**src/hw/rtl/sard_pkg.sv**
```systemverilog
// Package for the slot allocator with reuse delay.
// Holds the sequencer state type, mode codes, register map and parameter defaults.
// No dependencies.
`default_nettype none

package sard_pkg;

    // parameter defaults
    localparam int SLOT_COUNT_DEF  = 8;
    localparam int DELAY_WIDTH_DEF = 16;

    // fixed field widths
    localparam int MODE_W   = 2;
    localparam int INDEX_W  = 4;
    localparam int GSLOT_W  = 3;
    localparam int CFG_W    = 16;
    localparam int ADDR_W   = 3;
    localparam int DATA_W   = 32;

    // register map
    localparam logic [0:0] REG_REUSE_DELAY = 1'b0;
    localparam logic [CFG_W-1:0] REUSE_DELAY_RESET = 16'd1000;

    // item modes
    localparam logic [MODE_W-1:0] MODE_ALLOC   = 2'd0;
    localparam logic [MODE_W-1:0] MODE_RELEASE = 2'd1;
    localparam logic [MODE_W-1:0] MODE_QUERY   = 2'd2;
    localparam logic [MODE_W-1:0] MODE_TICK    = 2'd3;

    typedef enum logic [1:0] {
        ST_IDLE,
        ST_SCAN,
        ST_TICK
    } t_state;

endpackage

`default_nettype wire

```
**src/hw/rtl/slot_allocator_with_reuse_delay.sv**
```systemverilog
// Slot allocator with reuse delay: top level, sequencer and slot state.
// Depends on sard_pkg.
`default_nettype none

// Usage
//   Command channel: an item (i_mode, i_slot_index) transfers at a rising edge
//   with start high and busy low. Modes: allocate, release, query, tick.
//   Result channel: o_done is high for exactly one cycle with o_granted,
//   o_granted_slot and o_slot_busy; the receiver cannot stall, so a result
//   is gone after that cycle.
//   Results and walks: release, query and an allocate whose start index
//   is outside the pool answer in the cycle after the transfer and do not
//   raise busy. An allocate from start index s walks one slot per cycle
//   through a single delay comparator, stopping at the first free slot with
//   no delay left, else granting the free slot with least delay left at the
//   pool's end; result in the cycle after the last slot looked at. A tick walks
//   all slots through one decrementer, result likewise. busy is high during walks.
//   Configuration: APB, register reuse_delay_ticks at byte address 0, pready
//   always high. The user writes it only while idle; not enforced by the block.
//   Reset (synchronous, active low): all slots free with no delay left,
//   reuse_delay_ticks = 1000, no result pending.

module slot_allocator_with_reuse_delay #(
    parameter int SLOT_COUNT  = sard_pkg::SLOT_COUNT_DEF,
    parameter int DELAY_WIDTH = sard_pkg::DELAY_WIDTH_DEF
) (
    input  wire logic                         i_clk,
    input  wire logic                         i_rst_n,
    // command channel
    input  wire logic                         start,
    output logic                              busy,
    input  wire logic [sard_pkg::MODE_W-1:0]  i_mode,
    input  wire logic [sard_pkg::INDEX_W-1:0] i_slot_index,
    // result channel
    output logic                              o_done,
    output logic                              o_granted,
    output logic [sard_pkg::GSLOT_W-1:0]      o_granted_slot,
    output logic                              o_slot_busy,
    // configuration port
    input  wire logic                         psel,
    input  wire logic                         penable,
    input  wire logic                         pwrite,
    input  wire logic [sard_pkg::ADDR_W-1:0]  paddr,
    input  wire logic [sard_pkg::DATA_W-1:0]  pwdata,
    output logic [sard_pkg::DATA_W-1:0]       prdata,
    output logic                              pready
);

    localparam int PTR_W = $clog2(SLOT_COUNT);
    localparam logic [PTR_W-1:0] LastSlot = PTR_W'(SLOT_COUNT - 1);
    localparam logic [32:0] DelayMax = (33'd1 << DELAY_WIDTH) - 33'd1;

    // ---------------------------------------------------------------
    // state
    // ---------------------------------------------------------------
    sard_pkg::t_state        r_state, n_state;
    logic [PTR_W-1:0]        r_ptr, n_ptr;          // walk pointer
    logic                    r_have, n_have;        // a delayed candidate seen
    logic [PTR_W-1:0]        r_best, n_best;        // candidate slot
    logic [DELAY_WIDTH-1:0]  r_best_d, n_best_d;    // candidate delay
    logic [sard_pkg::CFG_W-1:0] r_cfg;

    logic                    r_done, n_done;
    logic                    r_granted, n_granted;
    logic [PTR_W-1:0]        r_gslot, n_gslot;
    logic                    r_sbusy, n_sbusy;

    logic                    r_busy  [SLOT_COUNT];
    logic [DELAY_WIDTH-1:0]  r_delay [SLOT_COUNT];

    // array write controls from the sequencer
    logic                    w_set_busy;
    logic [PTR_W-1:0]        w_set_idx;
    logic                    w_release;
    logic                    w_dly_we;
    logic [PTR_W-1:0]        w_dly_idx;
    logic [DELAY_WIDTH-1:0]  w_dly_val;

    logic                    w_accept;
    logic                    w_in_range;
    logic [PTR_W-1:0]        w_idx;
    logic [DELAY_WIDTH-1:0]  w_reload;
    logic                    w_cfg_we;

    // shared slot unit: one delay read, zero test, compare and decrement
    logic [DELAY_WIDTH-1:0]  w_d;
    logic                    w_free;
    logic                    w_hit;
    logic                    w_better;
    logic                    w_last;

    logic [3:0]              w_gslot_ext;

    assign w_accept   = start && !busy;
    assign w_in_range = {1'b0, i_slot_index} < 5'(SLOT_COUNT);
    assign w_idx      = i_slot_index[PTR_W-1:0];

    // release reload saturates to the counter width
    assign w_reload = ({17'd0, r_cfg} > DelayMax) ? {DELAY_WIDTH{1'b1}}
                                                  : DELAY_WIDTH'(r_cfg);

    assign w_d      = r_delay[r_ptr];
    assign w_free   = !r_busy[r_ptr];
    assign w_hit    = w_free && (w_d == '0);
    assign w_better = w_free && (!r_have || (w_d < r_best_d));
    assign w_last   = (r_ptr == LastSlot);

    // ---------------------------------------------------------------
    // sequencer
    // ---------------------------------------------------------------
    always_comb begin
        n_state    = r_state;
        n_ptr      = r_ptr;
        n_have     = r_have;
        n_best     = r_best;
        n_best_d   = r_best_d;
        n_done     = 1'b0;
        n_granted  = r_granted;
        n_gslot    = r_gslot;
        n_sbusy    = r_sbusy;
        w_set_busy = 1'b0;
        w_set_idx  = r_ptr;
        w_release  = 1'b0;
        w_dly_we   = 1'b0;
        w_dly_idx  = r_ptr;
        w_dly_val  = w_d;

        unique case (r_state)
            sard_pkg::ST_IDLE: begin
                if (w_accept) begin
                    unique case (i_mode)
                        sard_pkg::MODE_ALLOC: begin
                            if (w_in_range) begin
                                n_state = sard_pkg::ST_SCAN;
                                n_ptr   = w_idx;
                                n_have  = 1'b0;
                            end else begin
                                n_done    = 1'b1;
                                n_granted = 1'b0;
                                n_gslot   = '0;
                                n_sbusy   = 1'b0;
                            end
                        end
                        sard_pkg::MODE_RELEASE: begin
                            w_release = w_in_range;
                            w_dly_we  = w_in_range;
                            w_dly_idx = w_idx;
                            w_dly_val = w_reload;
                            n_done    = 1'b1;
                            n_granted = 1'b0;
                            n_gslot   = '0;
                            n_sbusy   = 1'b0;
                        end
                        sard_pkg::MODE_QUERY: begin
                            n_done    = 1'b1;
                            n_granted = 1'b0;
                            n_gslot   = '0;
                            n_sbusy   = w_in_range && r_busy[w_idx];
                        end
                        sard_pkg::MODE_TICK: begin
                            n_state = sard_pkg::ST_TICK;
                            n_ptr   = '0;
                        end
                        default: begin
                            n_state = r_state;
                        end
                    endcase
                end
            end

            sard_pkg::ST_SCAN: begin
                n_sbusy = 1'b0;
                if (w_hit) begin
                    // free slot with delay run out: take it at once
                    w_set_busy = 1'b1;
                    w_set_idx  = r_ptr;
                    n_granted  = 1'b1;
                    n_gslot    = r_ptr;
                    n_done     = 1'b1;
                    n_state    = sard_pkg::ST_IDLE;
                end else begin
                    if (w_better) begin
                        n_have   = 1'b1;
                        n_best   = r_ptr;
                        n_best_d = w_d;
                    end
                    if (w_last) begin
                        // end of pool: fall back to the least delay left
                        w_set_busy = n_have;
                        w_set_idx  = n_best;
                        n_granted  = n_have;
                        n_gslot    = n_have ? n_best : '0;
                        n_done     = 1'b1;
                        n_state    = sard_pkg::ST_IDLE;
                    end else begin
                        n_ptr = r_ptr + 1'b1;
                    end
                end
            end

            sard_pkg::ST_TICK: begin
                w_dly_we  = 1'b1;
                w_dly_idx = r_ptr;
                w_dly_val = w_d - DELAY_WIDTH'(w_d != '0);
                if (w_last) begin
                    n_done    = 1'b1;
                    n_granted = 1'b0;
                    n_gslot   = '0;
                    n_sbusy   = 1'b0;
                    n_state   = sard_pkg::ST_IDLE;
                end else begin
                    n_ptr = r_ptr + 1'b1;
                end
            end

            default: begin
                n_state = sard_pkg::ST_IDLE;
            end
        endcase
    end

    always_ff @(posedge i_clk) begin
        if (!i_rst_n) begin
            r_state <= sard_pkg::ST_IDLE;
            r_have  <= 1'b0;
            r_done  <= 1'b0;
        end else begin
            r_state <= n_state;
            r_have  <= n_have;
            r_done  <= n_done;
        end
    end

    // payload of the walk and the result
    always_ff @(posedge i_clk) begin
        r_ptr     <= n_ptr;
        r_best    <= n_best;
        r_best_d  <= n_best_d;
        r_granted <= n_granted;
        r_gslot   <= n_gslot;
        r_sbusy   <= n_sbusy;
    end

    // slot state
    always_ff @(posedge i_clk) begin
        if (!i_rst_n) begin
            for (int i = 0; i < SLOT_COUNT; i++) begin
                r_busy[i]  <= 1'b0;
                r_delay[i] <= '0;
            end
        end else begin
            if (w_set_busy) begin
                r_busy[w_set_idx] <= 1'b1;
            end
            if (w_release) begin
                r_busy[w_idx] <= 1'b0;
            end
            if (w_dly_we) begin
                r_delay[w_dly_idx] <= w_dly_val;
            end
        end
    end

    // ---------------------------------------------------------------
    // configuration port
    // ---------------------------------------------------------------
    assign w_cfg_we = psel && penable && pwrite && pready
                      && (paddr[2] == sard_pkg::REG_REUSE_DELAY);

    always_ff @(posedge i_clk) begin
        if (!i_rst_n) begin
            r_cfg <= sard_pkg::REUSE_DELAY_RESET;
        end else if (w_cfg_we) begin
            r_cfg <= pwdata[sard_pkg::CFG_W-1:0];
        end
    end

    assign pready = 1'b1;
    assign prdata = (paddr[2] == sard_pkg::REG_REUSE_DELAY)
                    ? sard_pkg::DATA_W'(r_cfg) : '0;

    // ---------------------------------------------------------------
    // outputs
    // ---------------------------------------------------------------
    assign w_gslot_ext    = 4'(r_gslot);
    assign busy           = (r_state != sard_pkg::ST_IDLE);
    assign o_done         = r_done;
    assign o_granted      = r_granted;
    assign o_granted_slot = w_gslot_ext[sard_pkg::GSLOT_W-1:0];
    assign o_slot_busy    = r_sbusy;

endmodule

`default_nettype wire

```
**config.mk**
```make
export PLATFORM = sky130hd
export DESIGN_NAME = slot_allocator_with_reuse_delay
export DESIGN_NICKNAME = d
export VERILOG_FILES = /design/src/hw/rtl/sard_pkg.sv /design/src/hw/rtl/slot_allocator_with_reuse_delay.sv
export SDC_FILE = /design/constraint.sdc
export NUM_CORES = 1
export LEC_CHECK = 0
export BUFFER_PORTS_ARGS = -buffer_cell sky130_fd_sc_hd__buf_2
export CORE_MARGIN = 5
export CORE_UTILIZATION = 40
export CTS_BUF_LIST = sky130_fd_sc_hd__clkbuf_8
export CTS_CLUSTER_DIAMETER = 80
export DETAILED_ROUTE_END_ITERATION = 8
export HOLD_SLACK_MARGIN = 0.12
export PLACE_DENSITY = 0.66
export SLEW_MARGIN = 10
export SYNTH_ARGS = -nofsm -noshare
export SYNTH_HDL_FRONTEND = slang
export SYNTH_SLANG_ARGS = --single-unit
```
**constraint.sdc**
```tcl
create_clock -name i_clk -period 5 [get_ports i_clk]
set_input_delay 1 -clock i_clk [delete_from_list [all_inputs] [get_ports i_clk]]
set_output_delay 1 -clock i_clk [all_outputs]
set_load 0.05 [all_outputs]
```
After elaboration in Yosys (flattened, before gate mapping)
Memories as Yosys holds them, arrays and structs flattened. A register that Yosys moved wholly into a read port is not among the register bits.
Index checks and enable logic that the tools add are counted.

cells by class
  equal/unequal tests = 17
  bitwise gates (word level) = 2
  multiplexer cells = 83
  $add $sub $neg = 2
  order comparisons = 2
  reductions and logical operators = 29

operator list
  operator            count
  $mux 3              22
  $mux 16             4
  $mux 1              38
  $pmux 16 s2         1
  $pmux 3 s3          2
  $logic_not 16->1    1
  $lt 16x16->1        1
  $reduce_bool 16->1  1
  $reduce_or 16->1    1
  $sub 16x1->16       1
  $reduce_and 5->1    3
  $pmux 1 s3          4
  $pmux 3 s2          2
  $ne 3x3->1 const B  3
  $mux 2              4
  $ne 2x2->1 const B  4
  $pmux 1 s2          4
  $logic_and 1x1->1   7
  $eq 2x2->1 const B  3
  $pmux 2 s3          1
  $reduce_and 3->1    2
  $reduce_and 6->1    1
  $eq 2x1->1 const B  2
  $logic_not 2->1     2
  other kinds (16)    21

storage, ports and cells
  memories = 2
  RAM bits = 136
  flip-flop bits (word level) = 47
  output and inout port bits = 40
  input port bits = 47

memories
  name     words  bits a word  read ports  clocked after Yosys merged registers in  write ports  RTL line                               RTL
  r_delay  8      16           1           1                                        8            slot_allocator_with_reuse_delay.sv:69  logic [DELAY_WIDTH-1:0] r_delay [SLOT_COUNT];
  r_busy   8      1            2           1                                        8            slot_allocator_with_reuse_delay.sv:68  logic r_busy [SLOT_COUNT];

Longest topological paths before layout
  depth in word-level cells = 15
  gate-level depth with buffers = 15
  depth with buffers taken out = 12

Worst setup path after synthesis
No wires, ideal clock.

  path kind = flip-flop to flip-flop
  start = register with a tool-made name
  end = register r_best_d[0], enable pin
  arrival time = 3.906 ns
  cell stages (with the launch flop) = 12
  data required time = 4.591 ns
  library setup time = 0.409 ns
  setup slack = 0.685 ns
  cells stage by stage = dfxtp_1 -> buf_2 -> buf_2 -> buf_1 -> mux4_1 -> mux2_2 -> ha_1 -> a211oi_1 -> o2111ai_1 -> o221ai_4 -> nand2_4 -> nor3_1

RTL lines
  item                  RTL line                                RTL
  to (signal assigned)  slot_allocator_with_reuse_delay.sv:238  r_best_d <= n_best_d;
  to (decl)             slot_allocator_with_reuse_delay.sv:60   logic [DELAY_WIDTH-1:0] r_best_d, n_best_d;

==> flow_summary.ini <==
[logic_synthesis]
synth-seq-area-share = 0.5525
synth_area_um2 = 9548
synth_top_cell_by_area = edfxtp_1
synth_ff_type = edfxtp_1
synth_top_family_by_area = simple AND/OR/NAND/NOR gates
synth_compound_area_frac = 0.09068
synth_edf_count = 155
syn_area_per_cell_um2 = 12.03
ys_top_cells_by_area = edfxtp_1, dfxtp_1, nor2_1
synth_cells = 794
synth_mux_area_frac = 0.1164
synthSimpleGateAreaFrac = 0.1472
ys_async_sr_fraction = 0
synth_fa_ha_area_frac = 0.03538
yosys.cell_types.count = 69
synth_top_cells_by_count = edfxtp_1, nor2_1, nand2_1, dfxtp_1, inv_1
synth.most_common_cell = edfxtp_1
synth_xor_area_frac = 0.01193
synth_top_area_share = 0.4875
ys_ff_latch = 186
ys_warn_count = 0

[drt]
via_count = 6534
viasPerCell = 5.440
routedLengthMet1_um = 10170
ant_nets = 0
route.detailed.drc = 0
wl_met3_um = 1261
first_pass_iters = 8
wirelength_um = 23820
met2_length_um = 12070
wl_per_cell_um = 19.84
first_iter_violations = 642
routed.top_layer = met4

[power]
p_leak_nw = 4.058
power_frac_clock = 0.215
p_switching_mw = 1.840
seqPwrFrac = 0.391
combPwrFrac = 0.394
peakVddDrop_v = 0.0002189
switching_share = 0.3762
cellPowerDensity_nw_per_um2 = 456.6
internal_power_mw = 3.051

[layout]
area_growth_pct = 12.20
fin_area_um2 = 10710
stdcell_count = 1201
drive_above_1_share = 0.2109
layout.nets = 943
final_util = 0.4564
antenna_cells = 0

[critical_path]
reg2regPathDepth = 13
worstSetupEndpointType = flip-flop
r2r_slack_ns = 0.52
r2r-end = r_delay[6][14]
setup.worst_path.class = reg2reg
critPathLaunchType = flip-flop
critPathMaxFanout = 12
worst_ep_required_time_ns = 5.23
cp.arrival_ns = 4.71

[cts]
tritoncts = yes
cts_made_buffers = 17
clock_path_buffers = 2
post_cts_buffers = 0
clock_sinks = 186
root_buffer = clkbuf_8
cts-resized-gates = 0
htreeDepth = 4
postCtsHoldBufs = 0
path_clk_slew_ns = 0.11
clk-insertion-delay-late_ns = 0.48

[timing]
rsz0062_at_grt = no
setup_violations = 0
skew_ns = 0.01875
fin_crit_ns = 4.484
slew_headroom = 0.1816
tightestPinTransition_ns = 1.228
slew_violations = 0
hold_violations = 0
fin_crit_sh = 0.8968
max_clock_freq_mhz = 223.0
timing.setup.tns_ns = 0
layout_setup_ws_ns = 0.5161

[global_routing]
grt-ovfl-total = 0
antenna_found_initial = 0
grt.total_usage = 0.1799
grt_pass1_wl_um = 36560
grt_start_max_net_pins = 27
grt_pass1_vias = 6367

[floorplanning]
die_h_um = 164.5
fp.dieW_um = 164.5
num_io_pins = 87
row_count = 56
die-area_um2 = 27060
initial_core_util = 0.4068
core_um2 = 23470

[placed_design]
pre_cts_ws_ns = 0.5517
hpwl_um = 16420
dpl.cell_count = 1169
numPortBuffers = 51
dpl_cell_area_um2 = 10300
gp_congestion = 0.8597

[hold_path]
hold_path_class = reg2reg
worstHoldStart = r_cfg[1]
hold-path-endpoint = r_cfg[1]
hold-path-cell-count = 2

[flow_run]
maxCapViolCount = 0

[outcome]
status = complete, no violations
-- final cells by class --
class                      count  area, µm²
fill                        2156      12760
tap                          319      399.1
inverter                      31      116.4
clock inverter                15      178.9
multi-input combinational    537       3902
sequential                   186       5276
clock buffer                  17      234.0
timing repair buffer          96      605.6
-- per-layer routing --
| metal | GRT usage | up-vias |
|---|---|---|
| met1 | 0.2426 | 3253 |
| met4 | 0.04953 | 0 |
| met3 | 0.02645 | 24 |
| li1 | - | 3051 |
| met5 | 0 | - |
| met2 | 0.3056 | 206 |
-- power groups by stage --
| stage | Clock, mW | Combinational, mW | Sequential, mW |
|---|---|---|---|
| floorplan | 0 | 1.33 | 1.92 |
| global placement | 0 | 1.90 | 1.95 |
| detailed placement | 0 | 1.92 | 1.95 |
| CTS | 1.07 | 1.93 | 1.92 |
| global route | 1.13 | 2.07 | 1.93 |
| finish | 1.05 | 1.93 | 1.91 |
-- layout by cell type (no fill, tap or decap), types with 16 or more instances in the layout --
| cell | synthesis | routed |
|---|---|---|
| edfxtp_1 | 155 | 155 |
| buf_2 | 5 | 51 |
| nor2_1 | 146 | 146 |
| inv_1 | 31 | 31 |
| mux2_2 | 16 | 16 |
| clkbuf_8 | 0 | 17 |
| mux4_2 | 20 | 20 |
| nand3_1 | 18 | 18 |
| nor2b_1 | 18 | 18 |
| nand2_1 | 80 | 80 |
| buf_4 | 18 | 44 |
| a21oi_1 | 20 | 20 |
| o21ai_0 | 20 | 20 |
| ha_1 | 27 | 27 |
| conb_1 | 2 | 17 |
| mux4_1 | 16 | 16 |
| dfxtp_1 | 31 | 30 |
-- cells by family (layout without fill, tap and decap cells) --
family,count (synthesis),after routing
xor gates and xnor gates,13,13
and+or+nand+nor,308,308
other,2,17
muxes,57,57
AOI/OAI and AO/OA,115,115
DFF,186,186
adders and majority gates,27,27
buffers and inverters,86,159
-- worst max path at each step --
| stage | startpoint | endpoint | slack [ns] | cells after the start |
|---|---|---|---|---|
| floorplan | flip-flop | r_best_d[0] | 0.69 | 11 |
| global placement | flip-flop | r_delay[2][14] | 0.59 | 13 |
| detailed placement | flip-flop | r_delay[2][14] | 0.55 | 13 |
| CTS | flip-flop | r_delay[6][15] | 0.50 | 13 |
| global route | flip-flop | r_delay[3][14] | 0.24 | 13 |
| finish | flip-flop | r_delay[6][14] | 0.52 | 13 |
-- state kept, by name (all words and copies together) (netlist names), 2 cells and up, named ones only --
register,flops
o_granted_slot,3
r_state,2
r_ptr,3
r_best,3
r_delay,128
r_cfg,16
r_best_d,16
r_busy,8
-- worst max-delay path, stage by stage, from the launching register on --
cell      delay [ns]
dfxtp_2         0.61
mux4_1          0.60
mux2_2          0.38
or4_4           0.60
and4bb_2        0.42
nand3_1         0.13
ha_1            0.23
ha_1            0.27
nand4_1         0.20
nor2_1          0.08
xor2_1          0.14
a222oi_1        0.28
buf_4           0.23
nor2_1          0.05
-- metrics by stage --
stage / hold WS [ns] / power (mW)
after floorplan: 0.4424 / 3.244
after global placement: 0.4707 / 3.845
after detailed placement: 0.4738 / 3.868
after CTS: 0.4892 / 4.910
after global routing: 0.5090 / 5.134
final: 0.4838 / 4.892
No activity file was read; power rests on OpenSTA's default activity.
